===== src/rtl/mcst_pkg.sv =====
package mcst_pkg;

  typedef struct packed {
    logic [2:0]  kind;
    logic        is_ipv6;
    logic [63:0] group_hi;
    logic [63:0] group_lo;
    logic [4:0]  station;
    logic [15:0] source_count;
  } req_t;

  typedef struct packed {
    logic [2:0]  verdict;
    logic [31:0] member_map;
  } rsp_t;

  localparam logic [2:0] KIND_JOIN    = 3'd0;
  localparam logic [2:0] KIND_LEAVE   = 3'd1;
  localparam logic [2:0] KIND_INCLUDE = 3'd2;
  localparam logic [2:0] KIND_LOOKUP  = 3'd3;
  localparam logic [2:0] KIND_DROP    = 3'd4;

  localparam logic [2:0] V_DELIVER  = 3'd0;
  localparam logic [2:0] V_PLAIN    = 3'd1;
  localparam logic [2:0] V_DROP     = 3'd2;
  localparam logic [2:0] V_UPDATED  = 3'd3;
  localparam logic [2:0] V_NOCHANGE = 3'd4;
  localparam logic [2:0] V_FULL     = 3'd5;

  localparam logic       CFG_RMCAST = 1'b0;
  localparam logic       CFG_AP     = 1'b1;

  localparam logic [31:0] V4_LL_MASK  = 32'hFFFFFF00;
  localparam logic [31:0] V4_LL_VALUE = 32'hE0000000;
  localparam logic [31:0] V6_LL_MASK  = 32'hFF0F0000;
  localparam logic [31:0] V6_LL_VALUE = 32'hFF020000;

  typedef enum logic [2:0] {
    OP_NONE   = 3'd0,
    OP_CREATE = 3'd1,
    OP_ADD    = 3'd2,
    OP_REMOVE = 3'd3,
    OP_PURGE  = 3'd4
  } op_t;

  typedef struct packed {
    op_t         op;
    logic        v6;
    logic [63:0] hi;
    logic [63:0] lo;
  } cmd_t;

  // running flags passed from cell to cell
  typedef struct packed {
    logic claimed;
    logic hit;
    logic drop;
  } link_t;

endpackage


===== src/rtl/mcst_cell.sv =====
module mcst_cell #(
  parameter int STATIONS = 32
) (
  input  logic                 clk,
  input  logic                 rst,
  input  mcst_pkg::cmd_t       cmd,
  input  logic [STATIONS-1:0]  mask,
  input  mcst_pkg::link_t      link_in,
  input  logic [STATIONS-1:0]  map_in,
  output mcst_pkg::link_t      link_out,
  output logic [STATIONS-1:0]  map_out,
  output logic                 hit
);

  logic                valid;
  logic                v6;
  logic [63:0]         hi;
  logic [63:0]         lo;
  logic [STATIONS-1:0] members;
  logic [STATIONS-1:0] cleared;
  logic                has_bit;
  logic                take;

  assign hit     = valid && (v6 == cmd.v6) && (hi == cmd.hi) && (lo == cmd.lo);
  assign has_bit = valid && ((members & mask) != '0);
  assign take    = !valid && !link_in.claimed;
  assign cleared = members & ~mask;

  assign link_out.claimed = link_in.claimed || !valid;
  assign link_out.hit     = link_in.hit || hit;
  assign link_out.drop    = link_in.drop || has_bit;
  assign map_out          = map_in | (hit ? members : '0);

  always_ff @(posedge clk) begin
    if (rst) begin
      valid   <= 1'b0;
      v6      <= 1'b0;
      members <= '0;
    end else begin
      unique case (cmd.op)
        mcst_pkg::OP_CREATE: begin
          if (take) begin
            valid   <= 1'b1;
            v6      <= cmd.v6;
            hi      <= cmd.hi;
            lo      <= cmd.lo;
            members <= mask;
          end
        end
        mcst_pkg::OP_ADD: begin
          if (hit) members <= members | mask;
        end
        mcst_pkg::OP_REMOVE: begin
          if (hit) begin
            members <= cleared;
            if (cleared == '0) begin
              valid <= 1'b0;
              v6    <= 1'b0;
            end
          end
        end
        mcst_pkg::OP_PURGE: begin
          if (has_bit) begin
            members <= cleared;
            if (cleared == '0) begin
              valid <= 1'b0;
              v6    <= 1'b0;
            end
          end
        end
        default: begin
        end
      endcase
    end
  end

endmodule

===== config.mk =====
export PLATFORM = sky130hd
export DESIGN_NAME = mcst_cell
export DESIGN_NICKNAME = d
export VERILOG_FILES = /design/src/rtl/mcst_pkg.sv /design/src/rtl/mcst_cell.sv
export SDC_FILE = /design/constraint.sdc
export NUM_CORES = 1
export LEC_CHECK = 0
export ABC_AREA = 1
export BUFFER_PORTS_ARGS = -buffer_cell sky130_fd_sc_hd__buf_2
export CAP_MARGIN = 15
export CORE_MARGIN = 1.5
export CORE_UTILIZATION = 30
export DETAILED_ROUTE_END_ITERATION = 10
export HOLD_SLACK_MARGIN = 0.1
export PLACE_DENSITY_LB_ADDON = 0.3
export SYNTH_ARGS = -nofsm -noshare
export SYNTH_HDL_FRONTEND = slang
export SYNTH_SLANG_ARGS = --single-unit

===== constraint.sdc =====
create_clock -name clk -period 15.8 [get_ports clk]
set_input_delay 1.58 -clock clk [delete_from_list [all_inputs] [get_ports clk]]
set_output_delay 1.58 -clock clk [all_outputs]
set_load 0.01 [all_outputs]

Word-level counts from Yosys, hierarchy flattened
Cells that the tools add are included.
Widths: inputs -> output; s select.
{ "word_totals": {"output_inout_bits": 36, "word_cells": 55, "reg_bits": 162, "input_bits": 201} }
{ "op_classes": {"bitwise": 6, "reduce_logical": 17, "n_eq_ne": 11, "mux": 16} }
{ "ops": {"columns": ["op", "count"], "rows": [
  ["$mux 32", 5],
  ["$eq 64x64->1", 2],
  ["$pmux 32 s4", 1],
  ["$and 32x32->32", 2],
  ["$or 32x32->32", 2],
  ["$logic_not 32->1", 1],
  ["$not 32->32", 1],
  ["$reduce_bool 32->1", 1],
  ["$mux 1", 8],
  ["$ne 2x2->1 const B", 4],
  ["$eq 3x2->1 const B", 2],
  ["$pmux 1 s3", 2],
  ["$logic_and 1x1->1", 5],
  ["$reduce_and 5->1", 1],
  ["$reduce_and 4->1", 1],
  ["$reduce_bool 4->1", 1],
  ["$eq 3x1->1 const B", 1],
  ["$eq 3x3->1 const B", 1],
  ["$logic_or 1x1->1", 3],
  ["$reduce_and 3->1", 1],
  ["$reduce_bool 3->1", 1],
  ["$logic_not 1->1", 2],
  ["$eq 1x1->1", 1],
  ["$not 1->1", 1]
]} }

Depth between registers and ports, before layout
Gate-level depths: netlist of the first run.
{ "logic_depth": {"ltp_word": 6, "ltp_mapped": 16, "depth_no_buf": 15} }

Worst setup path after synthesis of the first run
Ideal clock, no wire load.
{ "synth_timing": {"path_type": "input to register", "startpoint": "input link_in[2] in the netlist's numbering", "endpoint": "register hi[0] (enable)", "n_path_buf": 0, "cell_stages": 1, "setup_ns": 0.943, "t_required_ns": 14.857, "t_arrival_ns": 13.990, "setup_slack_ns": 0.866, "path_cell_list": "nor4_1"} }
{ "synth_via": {"elab_chain_cells": 3} }
{ "synth_lines": {"columns": ["element", "line", "rtl"], "rows": [
  ["from (decl)", "mcst_cell.sv:8", "input mcst_pkg::link_t link_in,"],
  ["$logic_not 1->1", "mcst_cell.sv:26", "assign take = !valid && !link_in.claimed;"],
  ["$logic_and 1x1->1", "mcst_cell.sv:26", null],
  ["$reduce_and 3->1 (no source line)", null, null],
  ["to (signal assigned)", "mcst_cell.sv:45", "hi <= cmd.hi;"],
  ["to (decl)", "mcst_cell.sv:17", "logic [63:0] hi;"]
]} }
Every way passes these cells.
A chain may end at the register's enable or synchronous reset.

Final worst setup path of the first run
{ "layout_timing": {"startpoint": "input cmd[104] in the netlist's numbering", "endpoint": "output map_out[12]"} }
{ "layout_via": {"elab_chain_cells": 5} }
{ "layout_lines": {"columns": ["element", "line", "rtl"], "rows": [
  ["from (decl)", "mcst_cell.sv:6", "input mcst_pkg::cmd_t cmd,"],
  ["$eq 64x64->1", "mcst_cell.sv:24", "assign hit = valid && (v6 == cmd.v6) && (hi == cmd.hi) && (lo == cmd.lo);"],
  ["$logic_and 1x1->1 (2 in series)", "mcst_cell.sv:24", null],
  ["$mux 32", "mcst_cell.sv:32", "assign map_out = map_in | (hit ? members : '0);"],
  ["$or 32x32->32", "mcst_cell.sv:32", null],
  ["to (decl)", "mcst_cell.sv:11", "output logic [STATIONS-1:0] map_out,"]
]} }
Every way passes these cells.

==> metrics, run 1 <==
EDFF count, synth approximately 130; Clock Sinks 162; HP Class flop to flop; Overflow after GRT 0; synth top area cells edfxtp_1, nand2_1, inv_1, dfxtp_1, nor2_1; num rows 66; hold slack 0.477 ns; share of Yosys cell area claimed by the top area cell type 0.388; Routed WL per cell 15.3 um; Max Cap Viol 0; clk_skew between 0.01 and 0.015 ns; root buf cell clkbuf_16; crit path launch type input port; crit-path cells buf_2 -> xnor2_1 -> nand2_1 -> nor2_1 -> nand2_1 -> nor2_1 -> nand2_1 -> nor2_1 -> nand3_2 -> o21bai_1 -> buf_2; asr flop ratio synth 0; GR Layer Usage met2 0.291; Cell Area, Synth a little under 10000 um^2; post-CTS resize count 0; Final min period about 5.5 ns; share of cells above drive strength 1 0.191; final hold vios 0; pwr/cell area 89.4 nW/um^2; cts hold-fix bufs 0; #FFs+latches synth about 160; final worst slack about 10 ns; Avg Synthesized Cell Area roughly 7.5 um^2; I/O Pins about 240; outcome completed; buffers added on ports between 200 and 250; top_reg_cell synth edfxtp_1; WP data required approximately 14 ns; Final Cycle Share 0.348; CP Max Fanout 35; Clk Latency, worst-skew pair ~0.44 ns; post-layout util 0.372; core area approximately 33000 um^2; WL final around 31 mm; Initial Utilization 0.304; drt first pass iters 5; YS warnings 0; Synth Instances between 1000 and 1500; Pleak 5.76 nW; setup TNS 0 ns; Slowest cell on crit path nand3_2; final instance area 12100 um^2; GR Util met3 0.0470; Remaining DRCs 0; final setup violation count 0; Clock Pin Slew Worst Setup and Hold Paths 0.07 ns; unrepaired setup endpoints after global routing no; Setup Fix Bufs, Post-CTS 0; Slew headroom 0.278; Die W between 150 and 200 um; vias between 9000 and 10000; TritonCTS clock tree built; Peak Freq 182 MHz; biggest area consumer among synthesized cells edfxtp_1; fill count ~3500; Initial DRC Count ~780; final net count around 1800; initial antenna violation count 9; Max Buffers Root-to-Sink 2; DP Area ~11000 um^2; gpl congestion about 0.9; CTS buffer count 17; Tot GR Track Use 0.182; Post-Syn Nets between 1500 and 2000; post-route antenna net violation count 0; Slew Limit Fails 0; Crit Path Category input port to output port; CP peak stage delay about 0.61 ns; global-route wire length before repair 46.0 mm; CP top delay family simple AND/OR/NAND/NOR gates; number of global-route vias before repair about 8400; Tightest Pin Transition roughly 1.1 ns; most common cell after layout, fill and taps aside nand2_1; die area between 30000 and 40000 um^2; Die H approximately 180 um; pre-CTS WS approximately 10 ns; Layout area overhead 22.2%; most frequent cells in the layout nand2_1, inv_1, buf_2; CP arrival just under 4 ns; Netlist cell types 39; htree depth 4; buffers plus inverters on the worst setup path 2; dpl hpwl between 20 and 25 mm; crit end category output port; busiest grt layer met2; VDD IR-drop max 72.6 uV; Seq/Total Area, Yosys 0.457; vias per inst 4.51; largest net degree at the start of global routing 80; met1 Use GR 0.239
[sequential cells by signal, summed over array words and instances, names as in the netlist]
signal	count
valid	1
v6	1
lo	64
members	32
hi	64
[report_power, final]
group	switching [mW]	internal (mW)	total, mW
clock	0.196	0.238	0.434
sequential	0.00999	0.473	0.483
combinational	0.0996	0.0657	0.165
total	0.305	0.776	1.08
[per-stage QoR]
stage          power [mW]  std cells
2_1_floorplan       0.593       1318
3_3_place_gp        0.654       1976
3_5_place_dp        0.656       1976
4_1_cts              1.09       2008
5_1_grt              1.13       2009
6_report             1.08       2015
[per-layer routing]
metal,part of all wire,wire [um],up-vias
met2,0.44,13600,368
met4,0.024,743,6
met1,0.44,13400,3993
met3,0.094,2880,43
met5,0.0012,38,-
li1,-,-,4680
[worst min-delay path, delay by kind of cell (launching register included)]
kind               cells  cell delay, ns
DFF                    1            0.32
and+or+nand+nor        1            0.06
AOI/OAI and AO/OA      1            0.05
[path summary, 6_finish.rpt]
kind	startpoint	slack [ns]	end	depth (start not counted)
worst min-delay path	v6	0.48	v6	2
worst min register to register	v6	0.48	v6	2
worst max register to register	lo[55]	12.49	members[31]	12
worst max-delay path	cmd[104]	10.31	map_out[12]	11
[cell families after synthesis]
logic type,share of synthesized area
simple gates,0.297
buf+inv,0.124
flops,0.457
compound gates,0.0884
xor+xnor,0.0336
[area by class of cell]
cell class	count	area, um^2	area share
Clock buffer	17	425	0.0352
Clock inverter	15	170	0.0141
Timing Repair Buffer	240	1210	0.100
Antenna cell	7	17.5	0.00145
Multi-Input combinational cell	855	4150	0.343
Inverter	277	1040	0.0860
Tap cell	442	553	0.0457
Sequential cell	162	4520	0.374
[synthesized netlist by cell type (5+ instances only)]
cell type    n
xnor2_1     32
o21bai_1    32
nand3b_1    35
buf_6       12
nand4_1     43
o22ai_1     33
dfxtp_1     34
or2_2       16
nand2_1    376
nand3_1     23
nor3b_1      5
clkbuf_1     5
o21ai_0     33
edfxtp_1   128
nor2_1     148
nor3_1      10
nor4_1       9
xor2_1       6
inv_1      272
a21oi_1     35
No activity file was read; power rests on OpenSTA's default activity.
==> inputs of run 2 (changes only) <==
--- a/config.mk
+++ b/config.mk
@@ -5,7 +5,7 @@
 export SDC_FILE = /design/constraint.sdc
 export NUM_CORES = 1
 export LEC_CHECK = 0
-export ABC_AREA = 1
+export ABC_AREA = 0
 export BUFFER_PORTS_ARGS = -buffer_cell sky130_fd_sc_hd__buf_2
 export CAP_MARGIN = 15
 export CORE_MARGIN = 1.5
==> constraint.sdc (replaced) <==
create_clock -name clk -period 5.3 [get_ports clk]
set_input_delay 0.53 -clock clk [delete_from_list [all_inputs] [get_ports clk]]
set_output_delay 0.53 -clock clk [all_outputs]
set_load 0.01 [all_outputs]
==> run 2 against run 1 <==
Effect of this change:
- total power increased to 2.7 times the previous value
- synthesized cell count is 52% lower
- utilization increased by 1.4 points
- worst setup slack worse by 8.8 ns
- critical path type is now flop to output port
- largest power group unchanged
- die area shrank 20%
- final area is 17% lower
==> metrics, run 2 <==
Remaining DRCs 0 (unchanged); Clk Latency, worst-skew pair 0.43 ns (was 0.44 ns); cts hold-fix bufs 0 (unchanged); gpl congestion 0.841 (was 0.884); crit-path cells nor2b_1 -> a2111oi_0 -> nand4_1 -> nor4_2 -> nand4_2 -> clkinv_2 -> a21o_1 -> buf_2 (was buf_2 -> xnor2_1 -> nand2_1 -> nor2_1 -> nand2_1 -> nor2_1 -> nand2_1 -> nor2_1 -> nand3_2 -> o21bai_1 -> buf_2); crit path launch type flop (was input port); final setup violation count 0 (unchanged); Pleak 3.96 nW (was 5.76 nW); CP peak stage delay 0.67 ns (was 0.61 ns); post-route antenna net violation count 0 (unchanged); WL final 20.4 mm (was 30.7 mm); initial antenna violation count 3 (was 9); Tot Pwr 2.92 mW (was 1.08 mW); WP data required 4.77 ns (was 14.22 ns); Clock Pin Slew Worst Setup and Hold Paths 0.08 ns (was 0.07 ns); ANT cells 0 (was 7); drt first pass iters 5 (unchanged); global-route wire length before repair 30.4 mm (was 46.0 mm); Routed WL per cell 16.6 um (was 15.3 um); dpl hpwl 15.4 mm (was 24.3 mm); YS warnings 0 (unchanged); most common cell after layout, fill and taps aside buf_2 (was nand2_1); Overflow after GRT 0 (unchanged); busiest grt layer met2 (unchanged); Layout area overhead 27.0% (was 22.2%); buffers plus inverters on the worst setup path 2 (unchanged); Avg Synthesized Cell Area 12.5 um^2 (was 7.51 um^2); HP Class input port to flop (was flop to flop); Seq/Total Area, Yosys 0.574 (was 0.457); vias per inst 4.68 (was 4.51); Slew Limit Fails 0 (unchanged); share of Yosys cell area claimed by the top area cell type 0.488 (was 0.388); asr flop ratio synth 0 (unchanged); Final min period ~3.8 ns; Tightest Pin Transition 0.849 ns (was 1.08 ns); Die W 165 um (was 185 um); Final Cycle Share 0.712; Peak Freq between 200 and 300 MHz; #FFs+latches synth 162 (unchanged); die area 27200 um^2 (was 34100 um^2); clk_skew 0.0199 ns (was 0.0148 ns); CP arrival 3.24 ns (was 3.91 ns); largest net degree at the start of global routing 120 (was 80); Critical R2R Launch hi[44] (was lo[55]); hold slack 0.295 ns (was 0.477 ns); Crit Path Category flop to output port (was input port to output port); fill count 2569 (was 3478); GR Util met3 0.0377 (was 0.0470); met1 Use GR 0.200 (was 0.239); synth top area cells edfxtp_1, dfxtp_1, xor2_1, o221ai_2, inv_1 (was edfxtp_1, nand2_1, inv_1, dfxtp_1, nor2_1); Initial Utilization 0.304 (about the same); I/O Pins 237 (unchanged); pwr/cell area 292 nW/um^2 (was 89.4 nW/um^2); biggest regs hi x64, lo x64, members x32 (unchanged); unrepaired setup endpoints after global routing no (unchanged); buffers added on ports 236 (unchanged); critical path startpoint hi[44] (was cmd[104]); num rows 59 (was 66); final hold vios 0 (unchanged); number of global-route vias before repair 5558 (was 8406); Cell Area, Synth 7880 um^2 (was 9890 um^2); htree depth 4 (unchanged); Initial DRC Count 389 (was 782); Netlist cell types 42 (was 39); EDFF count, synth 128 (unchanged); biggest area consumer among synthesized cells edfxtp_1 (unchanged); top_reg_cell synth edfxtp_1 (unchanged); CTS buffer count 17 (unchanged); Synth Instances 632 (was 1318); GR Layer Usage met2 0.235 (was 0.291); synth cell count leaders edfxtp_1, inv_1, xor2_1 (was nand2_1, inv_1, nor2_1); Slew headroom 0.419 (was 0.278); Setup Fix Bufs, Post-CTS 0 (unchanged); Max Cap Viol 0 (unchanged); min-delay src cmd[56] (was v6); VDD IR-drop max 143 uV (was 72.6 uV); Tot GR Track Use 0.149 (was 0.182); Clock Sinks 162 (unchanged); Slowest cell on crit path a2111oi_0 (was nand3_2); core area 25900 um^2 (was 32500 um^2); CP top delay family simple AND/OR/NAND/NOR gates (unchanged); most frequent cells in the layout buf_2, edfxtp_1, inv_1 (was nand2_1, inv_1, buf_2); vias 5733 (was 9090); setup TNS 0 ns (unchanged); Max Buffers Root-to-Sink 2 (unchanged); TritonCTS clock tree built (unchanged); root buf cell clkbuf_16 (unchanged); outcome completed (unchanged); final net count 1079 (was 1754); post-CTS resize count 0 (unchanged); Die H 165 um (was 185 um); share of cells above drive strength 1 0.350 (was 0.191); crit end category output port (unchanged); Post-Syn Nets 833 (was 1519); most common cell in the netlist edfxtp_1 (was nand2_1); CP Max Fanout 34 (was 35)
## run 2: worst paths after layout
kind | endpoint | slack [ns] | cells after the start
worst min-delay path | lo[56] | 0.29 | 1
worst max-delay path | map_out[14] | 1.53 | 8
worst min register to register | v6 | 0.53 | 2
worst max register to register | members[31] | 1.96 | 8
## run 2: power by group
| group | total [mW] | internal, mW | switching, mW |
|---|---|---|---|
| sequential | 1.40 | 1.39 | 0.0140 |
| clock | 1.25 | 0.640 | 0.608 |
| combinational | 0.272 | 0.126 | 0.145 |
## run 2: layer usage
metal  vias to the layer above  wire length (um)
met5                         -                34
met4                         6               308
met3                        23              1100
met2                       151              9580
met1                      2700              9340
li1                       2853                 -
## run 2: cell families after synthesis
group | synth area share
XOR/XNOR | 0.101
buffers and inverters | 0.0592
AND/OR/NAND/NOR | 0.109
AO/OA/AOI/OAI | 0.157
flip-flops | 0.574
## run 2: final cells by class
| cell class | instances | area [um^2] | area share |
|---|---|---|---|
| Clock buffer | 17 | 425 | 0.0425 |
| Clock inverter | 15 | 175 | 0.0175 |
| Inverter | 92 | 347 | 0.0346 |
| Multi-Input combinational cell | 366 | 2900 | 0.290 |
| Sequential cell | 162 | 4520 | 0.452 |
| Tap cell | 335 | 419 | 0.0419 |
| Timing Repair Buffer | 239 | 1220 | 0.122 |
## run 2: stage by stage
step	instances	utilization	instance area, um^2	setup WS (ns)
6_report	1226	0.386	10000	1.53
2_1_floorplan	632	-	7880	0.383
3_5_place_dp	1194	0.363	9400	1.55
5_1_grt	1226	0.386	10000	1.30
3_3_place_gp	1194	0.363	9400	1.56
4_1_cts	1226	0.386	10000	1.40
